<file path="config.mk">
export PLATFORM = sky130hd
export DESIGN_NAME = dual_stack_shared_store_core
export DESIGN_NICKNAME = d
export VERILOG_FILES = /design/src/hw/rtl/dss_pkg.sv /design/src/hw/rtl/dss_ctrl.sv /design/src/hw/rtl/dss_datapath.sv /design/src/hw/rtl/dual_stack_shared_store_core.sv
export SDC_FILE = /design/constraint.sdc
export NUM_CORES = 1
export LEC_CHECK = 0
export BUFFER_PORTS_ARGS = -buffer_cell sky130_fd_sc_hd__buf_2
export CORE_MARGIN = 2
export CORE_UTILIZATION = 41
export CTS_CLUSTER_SIZE = 40
export DETAILED_ROUTE_END_ITERATION = 8
export PLACE_DENSITY_LB_ADDON = 0.15
export SKIP_CTS_REPAIR_TIMING = 1
export SLEW_MARGIN = 25
export SYNTH_ARGS = -nofsm -noshare
export SYNTH_HDL_FRONTEND = slang
export SYNTH_HIERARCHICAL = 1
export SYNTH_SLANG_ARGS = --single-unit
</file>
<file path="constraint.sdc">
create_clock -name clk_i -period 6.7 [get_ports clk_i]
set_input_delay 0.335 -clock clk_i [delete_from_list [all_inputs] [get_ports clk_i]]
set_output_delay 0.335 -clock clk_i [all_outputs]
set_load 0.005 [all_outputs]
</file>
<file path="src/hw/rtl/dss_pkg.sv">
package dss_pkg;

  typedef enum logic [1:0] {
    OP_PUSH_LOW  = 2'd0,
    OP_POP_LOW   = 2'd1,
    OP_PUSH_HIGH = 2'd2,
    OP_POP_HIGH  = 2'd3
  } opcode_e;

  typedef enum logic [1:0] {
    ST_OK    = 2'd0,
    ST_FULL  = 2'd1,
    ST_EMPTY = 2'd2
  } status_e;

  localparam int unsigned PortDataWidth = 32;
  localparam int unsigned OccWidth      = 4;

  // controller -> datapath
  typedef struct packed {
    logic exec;  // execute the request on the input ports this cycle
  } cmd_t;

endpackage

</file>
<file path="src/hw/rtl/dss_ctrl.sv">
module dss_ctrl (
  input  logic          clk_i,
  input  logic          rst_ni,
  input  logic          in_valid_i,
  output logic          in_ready_o,
  output logic          out_valid_o,
  input  logic          out_ready_i,
  output dss_pkg::cmd_t cmd_o
);
  import dss_pkg::*;

  typedef enum logic {
    S_IDLE,
    S_RESP
  } state_e;

  state_e state_q;
  logic   in_ready_q;
  logic   out_valid_q;

  assign cmd_o.exec  = in_valid_i & in_ready_q;
  assign in_ready_o  = in_ready_q;
  assign out_valid_o = out_valid_q;

  always_ff @(posedge clk_i or negedge rst_ni) begin
    if (!rst_ni) begin
      state_q     <= S_IDLE;
      in_ready_q  <= 1'b0;
      out_valid_q <= 1'b0;
    end else begin
      case (state_q)
        S_IDLE: begin
          if (in_valid_i && in_ready_q) begin
            state_q     <= S_RESP;
            in_ready_q  <= 1'b0;
            out_valid_q <= 1'b1;
          end else begin
            in_ready_q <= 1'b1;
          end
        end
        S_RESP: begin
          if (out_ready_i) begin
            state_q     <= S_IDLE;
            in_ready_q  <= 1'b1;
            out_valid_q <= 1'b0;
          end
        end
        default: begin
          state_q     <= S_IDLE;
          in_ready_q  <= 1'b0;
          out_valid_q <= 1'b0;
        end
      endcase
    end
  end

endmodule

</file>
<file path="src/hw/rtl/dss_datapath.sv">
module dss_datapath #(
  parameter int unsigned DEPTH      = 8,
  parameter int unsigned DATA_WIDTH = 32
) (
  input  logic                                clk_i,
  input  logic                                rst_ni,
  input  dss_pkg::cmd_t                       cmd_i,
  input  logic [1:0]                          opcode_i,
  input  logic [dss_pkg::PortDataWidth-1:0]   push_value_i,
  output logic [dss_pkg::PortDataWidth-1:0]   pop_value_o,
  output logic [1:0]                          status_o,
  output logic [dss_pkg::OccWidth-1:0]        low_occupancy_o,
  output logic [dss_pkg::OccWidth-1:0]        high_occupancy_o
);
  import dss_pkg::*;

  localparam int unsigned CW = $clog2(DEPTH + 1);
  localparam int unsigned AW = (DEPTH > 1) ? $clog2(DEPTH) : 1;
  localparam int unsigned OW = CW + OccWidth;
  localparam int unsigned XW = (DATA_WIDTH > PortDataWidth) ? DATA_WIDTH : PortDataWidth;

  logic [DATA_WIDTH-1:0] mem [DEPTH];

  logic [CW-1:0]         low_q, low_d;
  logic [CW-1:0]         high_q, high_d;
  logic [DATA_WIDTH-1:0] rd_data_q;
  logic                  pop_ok_q, pop_ok_d;
  status_e               status_q, status_d;

  opcode_e               op;
  logic                  full;
  logic                  wr_en;
  logic [AW-1:0]         addr;
  logic [CW-1:0]         addr_wide;
  logic [XW-1:0]         push_ext;
  logic [XW-1:0]         pop_ext;
  logic [OW-1:0]         low_ext;
  logic [OW-1:0]         high_ext;

  assign op   = opcode_e'(opcode_i);
  assign full = ({1'b0, low_q} + {1'b0, high_q}) >= (CW + 1)'(DEPTH);

  always_comb begin
    low_d     = low_q;
    high_d    = high_q;
    status_d  = ST_OK;
    pop_ok_d  = 1'b0;
    wr_en     = 1'b0;
    addr_wide = low_q;
    case (op)
      OP_PUSH_LOW: begin
        addr_wide = low_q;
        if (full) begin
          status_d = ST_FULL;
        end else begin
          wr_en = 1'b1;
          low_d = low_q + CW'(1);
        end
      end
      OP_POP_LOW: begin
        addr_wide = low_q - CW'(1);
        if (low_q == '0) begin
          status_d = ST_EMPTY;
        end else begin
          pop_ok_d = 1'b1;
          low_d    = low_q - CW'(1);
        end
      end
      OP_PUSH_HIGH: begin
        addr_wide = CW'(DEPTH - 1) - high_q;
        if (full) begin
          status_d = ST_FULL;
        end else begin
          wr_en  = 1'b1;
          high_d = high_q + CW'(1);
        end
      end
      OP_POP_HIGH: begin
        addr_wide = CW'(DEPTH) - high_q;
        if (high_q == '0) begin
          status_d = ST_EMPTY;
        end else begin
          pop_ok_d = 1'b1;
          high_d   = high_q - CW'(1);
        end
      end
      default: begin
        status_d = ST_OK;
      end
    endcase
  end

  assign addr     = addr_wide[AW-1:0];
  assign push_ext = XW'(push_value_i);

  // single-port store, read data registered
  always_ff @(posedge clk_i) begin
    if (cmd_i.exec) begin
      if (wr_en) begin
        mem[addr] <= push_ext[DATA_WIDTH-1:0];
      end
      rd_data_q <= mem[addr];
    end
  end

  always_ff @(posedge clk_i or negedge rst_ni) begin
    if (!rst_ni) begin
      low_q    <= '0;
      high_q   <= '0;
      pop_ok_q <= 1'b0;
      status_q <= ST_OK;
    end else if (cmd_i.exec) begin
      low_q    <= low_d;
      high_q   <= high_d;
      pop_ok_q <= pop_ok_d;
      status_q <= status_d;
    end
  end

  assign pop_ext  = XW'(rd_data_q);
  assign low_ext  = OW'(low_q);
  assign high_ext = OW'(high_q);

  assign pop_value_o      = pop_ok_q ? pop_ext[PortDataWidth-1:0] : '0;
  assign status_o         = status_q;
  assign low_occupancy_o  = low_ext[OccWidth-1:0];
  assign high_occupancy_o = high_ext[OccWidth-1:0];

endmodule

</file>
<file path="src/hw/rtl/dual_stack_shared_store_core.sv">
// Two LIFO stacks in one shared store: low stack grows up from entry 0, high down from DEPTH-1.
// Latency: a result is valid the cycle after its request transaction is accepted.
// Flow: the FSM holds one request at a time, and the result register must be taken
//   before the next request is accepted.
// Reset (rst_ni, async, active low): both stack counts cleared, no result pending;
//   in_ready_o is registered and rises after reset release. Store contents are not cleared.
module dual_stack_shared_store_core #(
  parameter int unsigned DEPTH      = 8,
  parameter int unsigned DATA_WIDTH = 32
) (
  input  logic                              clk_i,
  input  logic                              rst_ni,
  // request channel
  input  logic                              in_valid_i,
  output logic                              in_ready_o,
  input  logic [1:0]                        opcode_i,
  input  logic [dss_pkg::PortDataWidth-1:0] push_value_i,
  // result channel
  output logic                              out_valid_o,
  input  logic                              out_ready_i,
  output logic [dss_pkg::PortDataWidth-1:0] pop_value_o,
  output logic [1:0]                        status_o,
  output logic [dss_pkg::OccWidth-1:0]      low_occupancy_o,
  output logic [dss_pkg::OccWidth-1:0]      high_occupancy_o
);
  import dss_pkg::*;

  cmd_t cmd;

  // Controller: accepts a request, then holds the result until it is taken.
  dss_ctrl u_ctrl (
    .clk_i       (clk_i),
    .rst_ni      (rst_ni),
    .in_valid_i  (in_valid_i),
    .in_ready_o  (in_ready_o),
    .out_valid_o (out_valid_o),
    .out_ready_i (out_ready_i),
    .cmd_o       (cmd)
  );

  // Datapath: full/empty checks, counts, store access and result registers.
  // The result fields are registers updated only on an accepted request, so
  // they stay stable while out_valid_o waits for out_ready_i.
  dss_datapath #(
    .DEPTH      (DEPTH),
    .DATA_WIDTH (DATA_WIDTH)
  ) u_datapath (
    .clk_i            (clk_i),
    .rst_ni           (rst_ni),
    .cmd_i            (cmd),
    .opcode_i         (opcode_i),
    .push_value_i     (push_value_i),
    .pop_value_o      (pop_value_o),
    .status_o         (status_o),
    .low_occupancy_o  (low_occupancy_o),
    .high_occupancy_o (high_occupancy_o)
  );

endmodule
</file>
== Yosys cells after proc, flatten, opt, wreduce, memory -nomap -nowiden ==
Memory sizes are Yosys's and may differ from the RTL's. A register that Yosys moved wholly into a read port is not among the register bits.
Cells that the tools add are included.
W data, S select, Z words.

* Input port bits: 38
* Word-level logic and storage cells: 66
* Output and inout port bits: 44
* Memories: 1
* Flip-flop bits (word level): 14
* Memory bits (writable): 256

{| class="wikitable"
|+ Memory list
! name !! depth !! bits a word !! rd ports !! clocked after memory_dff !! wr ports !! line !! text
|-
| u_datapath.mem || 8 || 32 || 1 || 1 || 1 || dss_datapath.sv:22 || <nowiki>logic [DATA_WIDTH-1:0] mem [DEPTH];</nowiki>
|}

* Magnitude comparators: 1
* Bitwise logic cells: 2
* Reduce and logical (&&, ||, !) cells: 10
* Add/sub/neg operators: 7
* Mux-type cells: 29
* Equality and inequality tests: 9

{| class="wikitable"
|+ Operators with widths
! kind !! count
|-
| $mux W32 || 1
|-
| $mux W4 || 4
|-
| $pmux W4 S2 || 2
|-
| $mux W1 || 14
|-
| $pmux W3 S4 || 1
|-
| $ne A2 B2 Y1 const B || 5
|-
| $add A4 B1 Y4 const B || 2
|-
| $logic_not A4 Y1 || 2
|-
| $pmux W1 S2 || 4
|-
| $reduce_and A4 Y1 || 2
|-
| $sub A4 B1 Y4 const B || 2
|-
| $pmux W2 S3 || 1
|-
| $add A4 B4 Y5 || 1
|-
| $ge A5 B4 Y1 const B || 1
|-
| $eq A2 B2 Y1 const B || 2
|-
| $mux W2 || 2
|-
| $reduce_bool A2 Y1 || 2
|-
| $sub A1 B3 Y3 const A || 1
|-
| $sub A3 B3 Y3 const A || 1
|-
| $eq A2 B1 Y1 const B || 1
|-
| $logic_not A2 Y1 || 1
|-
| $ne A2 B1 Y1 const B || 1
|-
| $reduce_and A2 Y1 || 1
|-
| $reduce_or A2 Y1 || 1
|-
| other kinds (3) || 3
|}

== Longest topological paths before layout ==
* Depth in word-level cells: 7
* Mapped depth: 9
* Mapped depth without buffers: 8

== Hierarchy ==
The synthesis kept the hierarchy.

{| class="wikitable"
|+ By module, submodules not included
! module !! times used !! area an instance (µm²) !! seq. area each (µm²) !! cells an instance
|-
| dss_datapath || 1 || 11878.9 || 8923.6 || 536
|-
| dss_ctrl || 1 || 117.6 || 75.1 || 10
|}

== Worst setup path after synthesis ==
No wires, ideal clock.

* Path kind: register to register
* From: reg u_ctrl.in_ready_q (netlist: u_ctrl/in_ready_o)
* To: mem u_datapath.mem[5][0] (enable)
* Path buffers: 1
* Library setup time: 468 ps
* Setup slack: 1892 ps
* Required time: 6232 ps
* Data arrival time: 4341 ps
* Clock period less this slack: 4808 ps
* Cell stages (with the launch flop): 7
* Path through: dfrtp_1 nand2_1 inv_1 clkbuf_1 nor4b_1 nand2b_1 nor3b_1

* Cells in the longest elaborated chain, start to end: 3

{| class="wikitable"
|+ Ends and longest elaborated chain
! element !! line !! text
|-
| start, declared || dss_ctrl.sv:18 || <nowiki>logic in_ready_q;</nowiki>
|-
| start signal, assigned || dss_ctrl.sv:28 || <nowiki>in_ready_q <= 1'b0;</nowiki>
|-
| start signal, assigned || dss_ctrl.sv:35 || <nowiki>in_ready_q <= 1'b0;</nowiki>
|-
| start signal, assigned || dss_ctrl.sv:38 || <nowiki>in_ready_q <= 1'b1;</nowiki>
|-
| $and A1 B1 Y1 || dss_ctrl.sv:21 || <nowiki>assign cmd_o.exec = in_valid_i & in_ready_q;</nowiki>
|-
| named net cmd || dual_stack_shared_store_core.sv:28 || <nowiki>cmd_t cmd;</nowiki>
|-
| $mux W1 || dss_datapath.sv:98 || <nowiki>if (cmd_i.exec) begin</nowiki>
|-
| $mux W1 (not written as such) || dss_datapath.sv:100 || <nowiki>mem[addr] <= push_ext[DATA_WIDTH-1:0];</nowiki>
|-
| end, declared || dss_datapath.sv:22 ||
|}

The timed path passes the listed nets, and every way through them passes these cells.

== Worst setup path after layout ==
* From: reg u_datapath.low_q[1] (netlist: u_datapath/low_occupancy_o[1])
* To: reg u_datapath.rd_data_q[15] (netlist: u_datapath/pop_ext[15]) (read register of u_datapath.mem) (data pin)

* Cells in the longest elaborated chain, start to end: 2

{| class="wikitable"
|+ Ends and longest elaborated chain
! element !! line !! text
|-
| start, declared || dss_datapath.sv:24 || <nowiki>logic [CW-1:0] low_q, low_d;</nowiki>
|-
| start signal, assigned || dss_datapath.sv:113 || <nowiki>low_q <= low_d;</nowiki>
|-
| $sub A4 B1 Y4 || dss_datapath.sv:61 || <nowiki>addr_wide = low_q - CW'(1);</nowiki>
|-
| $pmux W3 S4 (*) || dss_datapath.sv:50 || <nowiki>case (op)</nowiki>
|-
| end, declared || dss_datapath.sv:26 || <nowiki>logic [DATA_WIDTH-1:0] rd_data_q;</nowiki>
|}

Mark *: on every way between the ends. The rest lies on a longest branch, timed or not.
A chain may end at the register's enable or synchronous reset.

==> results.cfg <==
[cts]
tritoncts = built
cts-root-buf = clkbuf_16
path_clk_slew_ns = 0.06
cts_buffer_depth = 3
cts_made_buffers = 34
cts_htree_levels = 2
clock_latency_ns = 0.50
clkSinkCount = 302

[logic_synthesis]
yosysWarningCount = 6
synth_commonest_cells = 288 x edfxtp_1, 42 x mux4_1, 33 x mux2_2
yosys-top-cells-area = edfxtp_1 72%, mux4_1 9.2%, mux4_2 4.3%, mux2_2 3.1%, dfrtp_1 2.9%
async_flop_share_pct = 4.64
syn_nets = 595
syn_area_per_cell_um2 = 22.0
yosysSeqAreaShare_pct = 75.0
netlist-cell-type-count = 40
synth-seq-cells = 302
yosysMostFrequentCell = edfxtp_1
netlist_area_um2 = 12000
synthFlopType = edfxtp_1
synth_top_area_share_pct = 72.1
synth.largest_area_cell = edfxtp_1
synth_edf_count = 288
synthCells = 546

[floorplanning]
pin_count = 82
die_w_um = 175
design.die.area_um2 = 30600
initial_core_util_pct = 41.7
fp.dieH_um = 175
placementRows = 62
core_um2 = 28800

[layout]
final_area_um2 = 14000
drive_gt1_share_pct = 31.7
syn_to_final_growth_pct = 17.1
final_net_count = 708

[setup_path]
path_cells = inv_1, ha_1, inv_1, mux4_4, buf_4, mux4_1, mux2_2
max_stage_delay_ns = 0.83
crit_fanout = 43
critical_path.top_delay_family = multiplexers
startpoint_type = register
cp_slowest_cell = mux4_4
setup.worst_path.class = reg2reg
critPathBufInv = 3
reg2reg_slack_ns = 3.03
required_ns = 6.95
cp_common_cell = inv_1
cp-end-kind = register
crit_arrival_ns = 3.92

[pwr]
power.density_nw_per_um2 = 425
p_leak_nw = 4.87
peakVddDrop_uv = 192
power_mw = 5.97

[timing]
finalSetupTns_ns = 0
finalClockSkew_ns = 0.00915
max-slew-margin-rel_pct = 43.7
setup_violations = 0
fin_crit_ns = 3.67
finalMaxSlewViolations = 0
rsz0062_at_grt = no
hold_viol_final = 0
max_freq_mhz = 273
max_slew.worst_pin.slew_ns = 0.841
post-route-period-util_pct = 54.8

[detailed_routing]
wl_per_cell_um = 22.2
wl_mm = 23.7
drc = 0
vias = 5552
viasPerCell = 5.21
ant_nets = 0
detail_route.first_pass.iterations = 4
dr.first_iter.drc_count = 278

[grt]
grt_pass1_vias = 5920
grt.overflow.total = 0
antenna_found_initial = 3
grtUsageTotal_pct = 15.9
grt_start_max_net_pins = 49
grt_pass1_wl_mm = 36.0

[placement]
dpl_cell_area_um2 = 13000
numPortBuffers = 81
gp_congestion = 0.720
hpwl_mm = 13.6

[min_path]
worstHoldPathType = in2reg

[run]
drv_cap = 0

[outcome]
status = finished clean
==> kinds of logic after synthesis <==
| logic type | share of synthesized area (%) |
|---|---|
| AO/OA/AOI/OAI | 0.876 |
| adder cells (fa/ha/maj) | 1.27 |
| flip-flops | 75.0 |
| buffers and inverters | 1.63 |
| multiplexers | 17.0 |
| XOR/XNOR | 0.803 |
| AND/OR/NAND/NOR | 3.38 |
==> layer usage <==
| layer | global-route usage (%) | up-vias | share of wire [%] |
|---|---|---|---|
| met5 | 0 | - | 0.063 |
| met4 | 5.28 | 2 | 1.9 |
| met3 | 3.46 | 36 | 4.4 |
| met2 | 27.5 | 108 | 51 |
| met1 | 20.0 | 2924 | 43 |
| li1 | - | 2482 | - |
==> cell usage in the layout (no fill, tap or decap), drive strengths merged, types with 7 or more instances in the layout <==
cell    synthesis  final
dfrtp          14     14
and2           32     32
buf            10    100
xnor2           8      8
mux4           65     65
edfxtp        288    288
inv            11     12
clkbuf         14     42
ha              9      9
clkinv          0      7
nand2           9      9
mux2           33     33
==> report_power, final <==
group,switching [mW],internal [mW]
combinational,0.856,0.915
sequential,0.0951,2.36
clock,0.678,1.07
==> registers in the layout, summed over array words and instances, names as in the netlist <==
name and cells:
u_ctrl/in_ready_o 1, u_ctrl/out_valid_o 1, u_ctrl/state_q 1, u_datapath/high_occupancy_o 4
u_datapath/low_occupancy_o 4, u_datapath/mem 256, u_datapath/pop_ext 32, u_datapath/pop_ok_q 1
u_datapath/status_o 2
==> stage by stage <==
step | worst slack (ns) | hold WS, ns | cells | utilization (%)
6_report | 3.03 | 0.0925 | 1065 | 48.8
5_1_grt | 2.85 | 0.0915 | 1062 | 48.8
4_1_cts | 3.00 | -0.268 | 1060 | 48.7
3_5_place_dp | 3.03 | 0.263 | 1005 | 45.1
3_3_place_gp | 3.06 | 0.255 | 1003 | 44.9
2_1_floorplan | 1.89 | 0.0394 | 546 | -
==> final cells by class <==
type                            count  area [um2]
Antenna cell                        3        7.51
Multi-Input combinational cell    209        2870
Inverter                           11        41.3
Clock buffer                       42         902
Sequential cell                   302        9000
Clock inverter                     13         144
Fill cell                        2324       14700
Timing Repair Buffer              101         606
Tap cell                          384         480
==> final timing paths <==
| kind | startpoint | endpoint | cells past startpoint |
|---|---|---|---|
| max in group asynchronous | rst_ni | u_ctrl/in_ready_o | 2 |
| max reg2reg | u_datapath/low_occupancy_o[1] | u_datapath/pop_ext[15] | 7 |
| min reg2reg | u_ctrl/in_ready_o | u_ctrl/in_ready_o | 1 |
| min | push_value_i[9] | u_datapath/mem[5][9] | 1 |
| max | u_datapath/low_occupancy_o[1] | u_datapath/pop_ext[15] | 7 |
| min in group asynchronous | rst_ni | u_datapath/high_occupancy_o[0] | 2 |
No activity file was read; power rests on OpenSTA's default activity.
